### src/hw/rtl/b64d_pkg.sv
`timescale 1ns / 1ps
// Shared types, codes and the alphabet decode for the base64 stream decoder.
// No dependencies; every other file in hw/rtl imports this package.
package b64d_pkg;

   localparam logic [1:0] STATUS_OK       = 2'd0;
   localparam logic [1:0] STATUS_BAD_CHAR = 2'd1;
   localparam logic [1:0] STATUS_BAD_LEN  = 2'd2;

   localparam logic [7:0] PAD_CHAR = 8'h3D;

   // Group queue between the front and the back (power of two, pointers wrap)
   localparam int QUEUE_DEPTH = 4;
   localparam int QUEUE_PTR_W = $clog2(QUEUE_DEPTH);
   localparam int QUEUE_CNT_W = $clog2(QUEUE_DEPTH + 1);

   typedef struct packed {
      logic [7:0] char_code;
      logic       last_char;
   } req_type;

   typedef struct packed {
      logic [7:0] data_byte;
      logic [1:0] status;
      logic       last_result;
   } rsp_type;

   // One decoded quad or one error, expanded by the back into 1..3 results
   typedef struct packed {
      logic [23:0] triple;
      logic [1:0]  count;
      logic [1:0]  status;
      logic        last;
   } group_type;

   // Returns {valid, sextet}; sextet is zero for characters outside the alphabet
   function automatic logic [6:0] sextet_of(input logic [7:0] c);
      logic [6:0] r;
      r = 7'd0;
      if (c >= 8'h41 && c <= 8'h5A) begin
         r = {1'b1, 6'(c - 8'h41)};
      end else if (c >= 8'h61 && c <= 8'h7A) begin
         r = {1'b1, 6'(c - 8'h47)};
      end else if (c >= 8'h30 && c <= 8'h39) begin
         r = {1'b1, 6'(c + 8'h04)};
      end else if (c == 8'h2B) begin
         r = {1'b1, 6'd62};
      end else if (c == 8'h2F) begin
         r = {1'b1, 6'd63};
      end
      return r;
   endfunction

endpackage

### src/hw/rtl/b64d_front.sv
`timescale 1ns / 1ps
// Front end: accepts characters, tracks quad position and padding, and
// pushes decoded quads or error groups. Depends on b64d_pkg.
module b64d_front import b64d_pkg::*; (
   input  logic      clock,
   input  logic      reset,
   input  logic      req_valid,
   input  req_type   req_item,
   output logic      req_stall,
   input  logic      q_full,
   output logic      push,
   output group_type grp
);

   logic [1:0]  pos_ff, pos_in;
   logic [17:0] held_ff, held_in;
   logic        disc_ff, disc_in;
   logic [1:0]  padc_ff, padc_in;

   logic        accept;
   logic [6:0]  dec;
   logic        valid_c;
   logic [5:0]  v;
   logic        is_pad;
   logic        last;
   logic [1:0]  padc_fin;

   assign req_stall = q_full;
   assign accept    = req_valid && !q_full;
   assign dec       = sextet_of(req_item.char_code);
   assign valid_c   = dec[6];
   assign is_pad    = (req_item.char_code == PAD_CHAR);
   assign last      = req_item.last_char;

   always_comb begin
      pos_in   = pos_ff;
      held_in  = held_ff;
      disc_in  = disc_ff;
      padc_in  = padc_ff;
      push     = 1'b0;
      grp      = '0;
      v        = dec[5:0];
      padc_fin = padc_ff;
      if (accept) begin
         priority if (disc_ff) begin
            // drop input until the end of the message
            if (last) begin
               disc_in = 1'b0;
               pos_in  = 2'd0;
               held_in = 18'd0;
               padc_in = 2'd0;
            end
         end else if (last && pos_ff != 2'd3) begin
            push       = 1'b1;
            grp.count  = 2'd1;
            grp.status = STATUS_BAD_LEN;
            grp.last   = 1'b1;
         end else if (pos_ff != 2'd3) begin
            if (!valid_c && !(pos_ff == 2'd2 && is_pad)) begin
               push       = 1'b1;
               grp.count  = 2'd1;
               grp.status = STATUS_BAD_CHAR;
               grp.last   = 1'b1;
            end else begin
               if (is_pad) begin
                  v       = 6'd0;
                  padc_in = 2'd1;
               end
               held_in = {held_ff[11:0], v};
               pos_in  = pos_ff + 2'd1;
            end
         end else begin
            // fourth place: close the quad
            if ((is_pad && !last) || (!is_pad && (!valid_c || padc_ff != 2'd0))) begin
               push       = 1'b1;
               grp.count  = 2'd1;
               grp.status = STATUS_BAD_CHAR;
               grp.last   = 1'b1;
            end else begin
               if (is_pad) begin
                  v        = 6'd0;
                  padc_fin = padc_ff + 2'd1;
               end
               push       = 1'b1;
               grp.triple = {held_ff, v};
               grp.count  = 2'd3 - padc_fin;
               grp.status = STATUS_OK;
               grp.last   = last;
            end
         end
         // every group ends the quad; an error not at the end starts discarding
         if (push) begin
            pos_in  = 2'd0;
            held_in = 18'd0;
            padc_in = 2'd0;
            disc_in = (grp.status != STATUS_OK) && !last;
         end
      end
   end

   always_ff @(posedge clock) begin
      if (reset) begin
         pos_ff  <= 2'd0;
         held_ff <= 18'd0;
         disc_ff <= 1'b0;
         padc_ff <= 2'd0;
      end else begin
         pos_ff  <= pos_in;
         held_ff <= held_in;
         disc_ff <= disc_in;
         padc_ff <= padc_in;
      end
   end

   a_push_clears_quad: assert property (@(posedge clock) disable iff (reset)
      push |=> (pos_ff == 2'd0 && padc_ff == 2'd0))
      else $error("quad state not cleared after a group");

   a_no_push_while_discarding: assert property (@(posedge clock) disable iff (reset)
      disc_ff |-> !push)
      else $error("group pushed while discarding");

endmodule

### src/hw/rtl/b64d_queue.sv
`timescale 1ns / 1ps
// Short group queue between front and back; push and pop may share a cycle.
// Depends on b64d_pkg.
module b64d_queue import b64d_pkg::*; (
   input  logic      clock,
   input  logic      reset,
   input  logic      push,
   input  group_type wr_grp,
   input  logic      pop,
   output logic      full,
   output logic      head_valid,
   output group_type head
);

   group_type              mem_ff [QUEUE_DEPTH];
   logic [QUEUE_PTR_W-1:0] wr_ptr_ff, wr_ptr_in;
   logic [QUEUE_PTR_W-1:0] rd_ptr_ff, rd_ptr_in;
   logic [QUEUE_CNT_W-1:0] cnt_ff, cnt_in;

   assign full       = (cnt_ff == QUEUE_CNT_W'(QUEUE_DEPTH));
   assign head_valid = (cnt_ff != '0);
   assign head       = mem_ff[rd_ptr_ff];

   always_comb begin
      wr_ptr_in = wr_ptr_ff + QUEUE_PTR_W'(push);
      rd_ptr_in = rd_ptr_ff + QUEUE_PTR_W'(pop);
      cnt_in    = cnt_ff + QUEUE_CNT_W'(push) - QUEUE_CNT_W'(pop);
   end

   always_ff @(posedge clock) begin
      if (push) begin
         mem_ff[wr_ptr_ff] <= wr_grp;
      end
   end

   always_ff @(posedge clock) begin
      if (reset) begin
         wr_ptr_ff <= '0;
         rd_ptr_ff <= '0;
         cnt_ff    <= '0;
      end else begin
         wr_ptr_ff <= wr_ptr_in;
         rd_ptr_ff <= rd_ptr_in;
         cnt_ff    <= cnt_in;
      end
   end

   a_no_overflow: assert property (@(posedge clock) disable iff (reset)
      !(push && full))
      else $error("push into a full queue");

   a_no_underflow: assert property (@(posedge clock) disable iff (reset)
      pop |-> head_valid)
      else $error("pop from an empty queue");

endmodule

### src/hw/rtl/b64d_back.sv
`timescale 1ns / 1ps
// Back end: expands each queued group into its results, one per cycle while
// rsp_stall is low, through a registered output stage. Depends on b64d_pkg.
module b64d_back import b64d_pkg::*; (
   input  logic      clock,
   input  logic      reset,
   input  logic      head_valid,
   input  group_type head,
   output logic      pop,
   output logic      rsp_valid,
   input  logic      rsp_stall,
   output rsp_type   rsp_item
);

   logic [1:0] k_ff, k_in;
   logic       vld_ff, vld_in;
   rsp_type    out_ff, out_in;
   logic       load;
   logic       last_k;
   logic [7:0] sel_byte;

   assign load   = head_valid && (!vld_ff || !rsp_stall);
   assign last_k = (k_ff == head.count - 2'd1);
   assign pop    = load && last_k;

   always_comb begin
      unique case (k_ff)
         2'd0:    sel_byte = head.triple[23:16];
         2'd1:    sel_byte = head.triple[15:8];
         2'd2:    sel_byte = head.triple[7:0];
         default: sel_byte = 8'd0;
      endcase
   end

   always_comb begin
      k_in   = k_ff;
      vld_in = vld_ff;
      out_in = out_ff;
      if (load) begin
         vld_in             = 1'b1;
         out_in.data_byte   = sel_byte;
         out_in.status      = head.status;
         out_in.last_result = head.last && last_k;
         k_in               = last_k ? 2'd0 : k_ff + 2'd1;
      end else if (!rsp_stall) begin
         vld_in = 1'b0;
      end
   end

   always_ff @(posedge clock) begin
      if (reset) begin
         k_ff   <= 2'd0;
         vld_ff <= 1'b0;
      end else begin
         k_ff   <= k_in;
         vld_ff <= vld_in;
      end
   end

   always_ff @(posedge clock) begin
      out_ff <= out_in;
   end

   assign rsp_valid = vld_ff;
   assign rsp_item  = out_ff;

   a_index_in_group: assert property (@(posedge clock) disable iff (reset)
      (head_valid && k_ff != 2'd0) |-> (k_ff < head.count))
      else $error("result index past the end of its group");

endmodule

### src/hw/rtl/base64_stream_decoder_unit.sv
`timescale 1ns / 1ps
// Base64 stream decoder, top level. Depends on b64d_pkg, b64d_front,
// b64d_queue and b64d_back.
//
// Usage:
//   req channel: one base64 character per item (char_code), with last_char
//   set on the final character of a message. An item is taken at a clock
//   edge with req_valid high and req_stall low.
//   rsp channel: decoded bytes, one per item, most significant first, with
//   status (ok, invalid character, invalid length) and last_result on the
//   final result of each message. An error gives one result with a zero
//   byte that ends the message; input is then dropped up to last_char.
//   Throughput: one character per cycle while req_stall is low; the back
//   end emits one result per cycle while rsp_stall is low, so a full quad
//   (three bytes) drains before the next quad has arrived.
//   Path: a character that closes a group writes it into the group queue;
//   its first result is then loaded into the output register, and the rest
//   follow in order.
//   Stall: when rsp_stall is held, results wait in the output register and
//   a four-entry group queue; req_stall rises only when that queue is full.
//   Reset (synchronous, active high) clears quad state, discard mode, the
//   queue and the output valid; the block takes input on the next cycle.
module base64_stream_decoder_unit import b64d_pkg::*; (
   input  logic    clock,
   input  logic    reset,
   input  logic    req_valid,
   input  req_type req_item,
   output logic    req_stall,
   output logic    rsp_valid,
   input  logic    rsp_stall,
   output rsp_type rsp_item
);

   logic      push;
   group_type wr_grp;
   logic      q_full;
   logic      pop;
   logic      head_valid;
   group_type head;

   // Classify characters and assemble quads
   b64d_front u_front (
      .clock     (clock),
      .reset     (reset),
      .req_valid (req_valid),
      .req_item  (req_item),
      .req_stall (req_stall),
      .q_full    (q_full),
      .push      (push),
      .grp       (wr_grp)
   );

   // Hold groups between the two sides so each can stall on its own
   b64d_queue u_queue (
      .clock      (clock),
      .reset      (reset),
      .push       (push),
      .wr_grp     (wr_grp),
      .pop        (pop),
      .full       (q_full),
      .head_valid (head_valid),
      .head       (head)
   );

   // Expand groups into byte results
   b64d_back u_back (
      .clock      (clock),
      .reset      (reset),
      .head_valid (head_valid),
      .head       (head),
      .pop        (pop),
      .rsp_valid  (rsp_valid),
      .rsp_stall  (rsp_stall),
      .rsp_item   (rsp_item)
   );

endmodule
### config.mk
export PLATFORM = sky130hd
export DESIGN_NAME = base64_stream_decoder_unit
export DESIGN_NICKNAME = d
export VERILOG_FILES = /design/src/hw/rtl/b64d_pkg.sv /design/src/hw/rtl/b64d_front.sv /design/src/hw/rtl/b64d_queue.sv /design/src/hw/rtl/b64d_back.sv /design/src/hw/rtl/base64_stream_decoder_unit.sv
export SDC_FILE = /design/constraint.sdc
export NUM_CORES = 1
export LEC_CHECK = 0
export BUFFER_PORTS_ARGS = -buffer_cell sky130_fd_sc_hd__buf_2
export CORE_MARGIN = 2
export CORE_UTILIZATION = 66
export CTS_BUF_LIST = sky130_fd_sc_hd__clkbuf_4 sky130_fd_sc_hd__clkbuf_8 sky130_fd_sc_hd__clkbuf_16
export DETAILED_ROUTE_END_ITERATION = 16
export GPL_ROUTABILITY_DRIVEN = 0
export PLACE_DENSITY = 0.85
export SLEW_MARGIN = 20
export SYNTH_ARGS = -nofsm -noshare
export SYNTH_HDL_FRONTEND = slang
export SYNTH_SLANG_ARGS = --single-unit
### constraint.sdc
create_clock -name clock -period 8.9 [get_ports clock]
set_input_delay 0.445 -clock clock [delete_from_list [all_inputs] [get_ports clock]]
set_output_delay 0.445 -clock clock [all_outputs]
set_load 0.005 [all_outputs]
==> flow_metrics.tcl, run 1 <==
set metrics [dict create \
    synthSimpleGateAreaFrac_pct 9.83 \
    min_period_ns 3.59 \
    synth_flop_cell "edfxtp_1" \
    cts_hold_buffers 0 \
    clkSlewWorstSetupHoldPaths_ns 0.06 \
    instances_no_fill 631 \
    cts.sinks 159 \
    clock-root-buffer "clkbuf_8" \
    vias 4161 \
    drc 0 \
    yosys.area.top_type "edfxtp_1" \
    yosysWarnings 0 \
    drt_iter0_drc 403 \
    cts_max_path_buffers 2 \
    crit_arrival_ns 3.99 \
    placed_cells_incl_taps 599 \
    syn2layout_area_growth_pct 12.7 \
    io_buffers 25 \
    cts_resized 0 \
    num_rows 37 \
    io_pins 26 \
    fin_nets 515 \
    grt_antenna_before_repair 0 \
    synth_common_cells "edfxtp_1, dfxtp_1, nor2_1" \
    dieArea_sq_um 11200 \
    grt_pass1_wl_um 22900 \
    power.density_nw_per_um2 281 \
    rsz0062_at_grt "no" \
    synth_fa_ha_area_share_pct 3.76 \
    start_util_pct 67.1 \
    min_path_cells 3 \
    filler_cell_count 586 \
    setup_tns_ns 0 \
    synth-compound-area-share_pct 7.33 \
    tightest_slew_ns 0.872 \
    grt_overflow 0 \
    cts_tree "built" \
    track_usage_pct 28.1 \
    hold_viol 0 \
    drv_cap 0 \
    synth.most_common_cell "edfxtp_1" \
    dieHeight_um 106 \
    status "finished clean" \
    holdCritPathClass "in -> reg" \
    maxSlewViolCount 0 \
    relSlewSlack_pct 41.9 \
    synth.area.mux_share_pct 9.66 \
    synth-edff-count 127 \
    critical_path_required_ns 9.30 \
    ant_nets 0 \
    synth-seq-cells 159 \
    insertion_delay_ns 0.53 \
    crit_type "reg -> reg" \
    synth_cell_types 48 \
    vias_per_cell 6.59 \
    crit_path_end_kind "register" \
    synth_top_family_by_area "simple AND/OR/NAND/NOR gates" \
    synthArstFlopShare_pct 0 \
    netlist_area_sq_um 6860 \
    syn_avg_cell_area_sq_um 14.9 \
    setup_violations 0 \
    h-tree-depth 4 \
    core-area_sq_um 10200 \
    whs_ns 0.194 \
    synthTopCellsByArea "edfxtp_1, mux4_2, dfxtp_1, ha_1, and3_1" \
    dr.pass1.iters 5 \
    totalWireLength_um 14500 \
    fin_skew_ns 0.00669 \
    startpoint_type "register" \
    wire_per_inst_um 22.9 \
    post_cts_buffers 0 \
    n_antenna_cell 0 \
    syn_inst 459 \
    synthXorXnorAreaFrac_pct 1.66 \
    die_w_um 106 \
    netlist.area_leader.share_pct 55.6 \
    grt_max_degree 34 \
    cts_buffers 17 \
    hpwl_um 8800 \
    drive_gt1_share_pct 21.2 \
    seq_area_frac_synth_pct 64.9 \
    synth_nets 492 \
    reg2reg_depth 14 \
    vdd_ir_drop_max_uv 169 \
    path_max_fanout 30 \
    fmax_mhz 278 \
    min_period_over_period_pct 40.4 \
    grt_pass1_vias 4177 \
    p_leak_nw 2.70 \
]
==> kinds of logic after synthesis <==
logic type,after synthesis
AOI/OAI and AO/OA,69
xor gates and xnor gates,13
adders and majority gates,20
buffers and inverters,43
DFF,159
muxes,30
and+or+nand+nor,125
==> state kept, by name, summed over array words and instances, names as in the netlist <==
register,cells
u_back.k_ff,2
u_back.rsp_item,11
u_back.rsp_valid,1
u_front.disc_ff,1
u_front.held_ff,18
u_front.padc_ff,1
u_front.pos_ff,2
u_queue.cnt_ff,3
u_queue.mem_ff,116
u_queue.rd_ptr_ff,2
u_queue.wr_ptr_ff,2
==> stage by stage <==
step	setup WS (ns)	utilization (%)	total power, mW	instance area (sq um)
after CTS	5.24	75.5	2.18	7720
final	5.31	75.6	2.17	7730
after detailed placement	5.12	69.3	1.42	7090
after global placement	5.27	69.3	1.39	7090
after global routing	4.96	75.6	2.26	7730
after floorplan	4.32	-	1.28	6860
==> power breakdown <==
group	leakage [nW]	internal (mW)	switching [mW]
Sequential	1.38	0.919	0.0361
Combinational	1.01	0.198	0.261
Clock	0.307	0.481	0.275
==> cell type report <==
class / instances / area [sq um] / share of cell area (%)
multi-input cells: 257 / 2240 / 28.9
flip-flops and latches: 159 / 4460 / 57.6
well taps: 136 / 170 / 2.20
clock buffers: 23 / 507 / 6.56
inverters: 15 / 56.3 / 0.728
clock inverters: 9 / 128 / 1.65
repair buffers: 32 / 178 / 2.30
==> layout by cell type, fill, tap and decap left out, drive strengths merged, types with 19 or more instances in the layout <==
cell	count
buf	32
clkbuf	23
a21oi	23
mux4	29
and3	22
ha	19
nor2	32
edfxtp	127
dfxtp	32
nand2	26
==> path summary, 6_finish.rpt <==
path	start	end	slack (ns)
worst min register to register	u_back.rsp_valid	u_back.rsp_valid	0.48
worst min-delay path	rsp_stall	u_back.rsp_valid	0.19
worst max-delay path	u_queue.rd_ptr_ff[0]	u_queue.cnt_ff[2]	5.31
worst max register to register	u_queue.rd_ptr_ff[0]	u_queue.cnt_ff[2]	5.31
==> layer usage <==
layer | GRT usage (%) | up-vias | routed length, um | share of wire [%]
met2 | 48.2 | 209 | 7780 | 54
met5 | 0 | - | 0 | 0
met1 | 35.5 | 2104 | 5470 | 38
li1 | - | 1814 | - | -
met4 | 10.1 | 0 | 335 | 2.3
met3 | 6.32 | 34 | 900 | 6.2
==> worst max-delay path, cell delays in order (launching register included) <==
cell,delay [ns]
dfxtp_2,0.31
buf_4,0.48
mux4_2,0.59
xnor2_1,0.21
nor2_1,0.08
a21oi_1,0.30
nor2_1,0.14
ha_1,0.32
inv_1,0.06
ha_1,0.13
inv_1,0.05
fa_1,0.41
xor2_1,0.16
xnor2_1,0.16
nor2_1,0.05
Power figures use the tool's default switching activity.
==> run 2: changes to the inputs <==
--- a/config.mk
+++ b/config.mk
@@ -7,11 +7,11 @@
 export LEC_CHECK = 0
 export BUFFER_PORTS_ARGS = -buffer_cell sky130_fd_sc_hd__buf_2
 export CORE_MARGIN = 2
-export CORE_UTILIZATION = 66
+export CORE_UTILIZATION = 61
 export CTS_BUF_LIST = sky130_fd_sc_hd__clkbuf_4 sky130_fd_sc_hd__clkbuf_8 sky130_fd_sc_hd__clkbuf_16
 export DETAILED_ROUTE_END_ITERATION = 16
 export GPL_ROUTABILITY_DRIVEN = 0
-export PLACE_DENSITY = 0.85
+export PLACE_DENSITY = 0.8
 export SLEW_MARGIN = 20
 export SYNTH_ARGS = -nofsm -noshare
 export SYNTH_HDL_FRONTEND = slang
==> constraint.sdc (replaced) <==
create_clock -name clock -period 3.6 [get_ports clock]
set_input_delay 0.18 -clock clock [delete_from_list [all_inputs] [get_ports clock]]
set_output_delay 0.18 -clock clock [all_outputs]
set_load 0.005 [all_outputs]
==> flow_metrics.tcl, run 2 (synthesized netlist as in run 1, its figures left out) <==
set metrics [dict create \
    grt_antenna_before_repair 0 \
    status "finished clean" \
    ant_nets 0 \
    finish.utilization_pct 70.9 \
    holdCritPathClass "in -> reg" \
    hold_viol 0 \
    fin_skew_ns 0.00616 \
    rsz0062_at_grt "no" \
    crit_arrival_ns 3.44 \
    cts.sinks 159 \
    io_buffers 25 \
    core-area_sq_um 10900 \
    p_leak_nw 2.69 \
    crit_buf_inv 2 \
    cts_tree "built" \
    dieArea_sq_um 12100 \
    layout_commonest_cell "edfxtp_1" \
    dr.pass1.iters 5 \
    n_antenna_cell 0 \
    clkSlewWorstSetupHoldPaths_ns 0.07 \
    vdd_ir_drop_max_uv 382 \
    grt_pass1_wl_um 21400 \
    cts_buffers 17 \
    relSlewSlack_pct 47.8 \
    setup_violations 0 \
    num_rows 38 \
    grt_overflow 0 \
    top_register "u_queue.mem_ff" \
    tightest_slew_ns 0.783 \
    io_pins 26 \
    setup.worst_path.start "u_queue.rd_ptr_ff[0]" \
    syn2layout_area_growth_pct 12.5 \
    start_util_pct 63.0 \
    grt_pass1_vias 4038 \
    fmax_mhz 330 \
    clock-root-buffer "clkbuf_8" \
    drv_cap 0 \
    vias 4095 \
    totalWireLength_um 13600 \
    die_w_um 110 \
    slowest_stage "mux4_2" \
    setup_tns_ns 0 \
    max_stage_delay_ns 0.51 \
    h-tree-depth 4 \
    min_period_over_period_pct 84.2 \
    r2r_start "u_queue.rd_ptr_ff[0]" \
    power.density_nw_per_um2 676 \
    maxSlewViolCount 0 \
    power.total_mw 5.22 \
    min_from "reset" \
    insertion_delay_ns 0.53 \
    path_max_fanout 4 \
    vias_per_cell 6.41 \
    critical_path_required_ns 4.00 \
    hpwl_um 8270 \
    largest_reg_flops 116 \
    crit_type "reg -> reg" \
    min_period_ns 3.03 \
    wire_per_inst_um 21.3 \
    grt_max_degree 35 \
    drt_iter0_drc 367 \
    cp_common_cell "nor2_1" \
    crit_path_end_kind "register" \
    cts_resized 0 \
    fin_nets 519 \
    dieHeight_um 110 \
    worstPathCellList "mux4_2, xnor2_1, nor2_1, a21oi_1, nor2_1, ha_1, inv_1, ha_1, inv_1, fa_1, xor2_1, xnor2_1, nor2_1" \
    startpoint_type "register" \
    final_cell_mix "edfxtp_1, nor2_1, dfxtp_1" \
    track_usage_pct 24.5 \
    drive_gt1_share_pct 21.4 \
    cts_max_path_buffers 2 \
    cp_top_family "adder cells" \
    drc 0 \
]
==> run 2: cell types whose count changed in the layout (fill, tap and decap cells not counted), moves of 2 or more <==
cell        delta
clkinv_4       +4
clkbuf_4       -2
buf_4          +3
clkinvlp_4     -2
clkbuf_8       -2
nor3_2         -2
inv_6          +5
clkbuf_16      -2
nor3b_2        -2
nor3b_4        +2
==> run 2: routing by layer <==
metal | GRT usage [%] | vias to the layer above | share of wire [%]
met5 | 0 | - | 0
met4 | 9.49 | 0 | 2.4
met3 | 5.94 | 26 | 6.4
met2 | 40.0 | 176 | 51
met1 | 31.9 | 2061 | 41
li1 | - | 1832 | -
==> run 2: timing repair <==
action,CTS,global route
setup buffers,0,0
setup endpoints to repair,0,0
hold buffers,1,0
hold endpoints to repair,1,0
==> run 2: area by class of cell <==
| cell class | count | area, sq um |
|---|---|---|
| timing repair buffer | 36 | 210 |
| clock buffer | 17 | 414 |
| multi-input combinational | 257 | 2250 |
| fill | 681 | 3170 |
| clock inverter | 15 | 161 |
| inverter | 15 | 56.3 |
| sequential | 159 | 4460 |
| tap | 140 | 175 |
==> run 2: stage by stage <==
| stage | hold WS [ns] | std cells | setup WS (ns) | cell area, sq um |
|---|---|---|---|---|
| 4_1_cts | 0.112 | 639 | 0.567 | 7720 |
| 6_report | 0.124 | 639 | 0.567 | 7720 |
| 2_1_floorplan | 0.323 | 459 | 0.285 | 6880 |
| 3_3_place_gp | 0.446 | 606 | 0.577 | 7130 |
| 5_1_grt | 0.128 | 639 | 0.346 | 7720 |
| 3_5_place_dp | 0.451 | 606 | 0.450 | 7140 |
==> run 2: report_power, final <==
part	switching (mW)	internal (mW)
clock	0.736	0.997
sequential	0.0867	2.27
combinational	0.629	0.499
total	1.45	3.77
==> run 2: worst paths after layout <==
path              slack [ns]  cells past startpoint           endpoint
hold / removal          0.12                      2  u_queue.cnt_ff[1]
setup reg to reg        0.57                     13  u_queue.cnt_ff[2]
setup / recovery        0.57                     13  u_queue.cnt_ff[2]
hold reg to reg         0.47                      2   u_back.rsp_valid
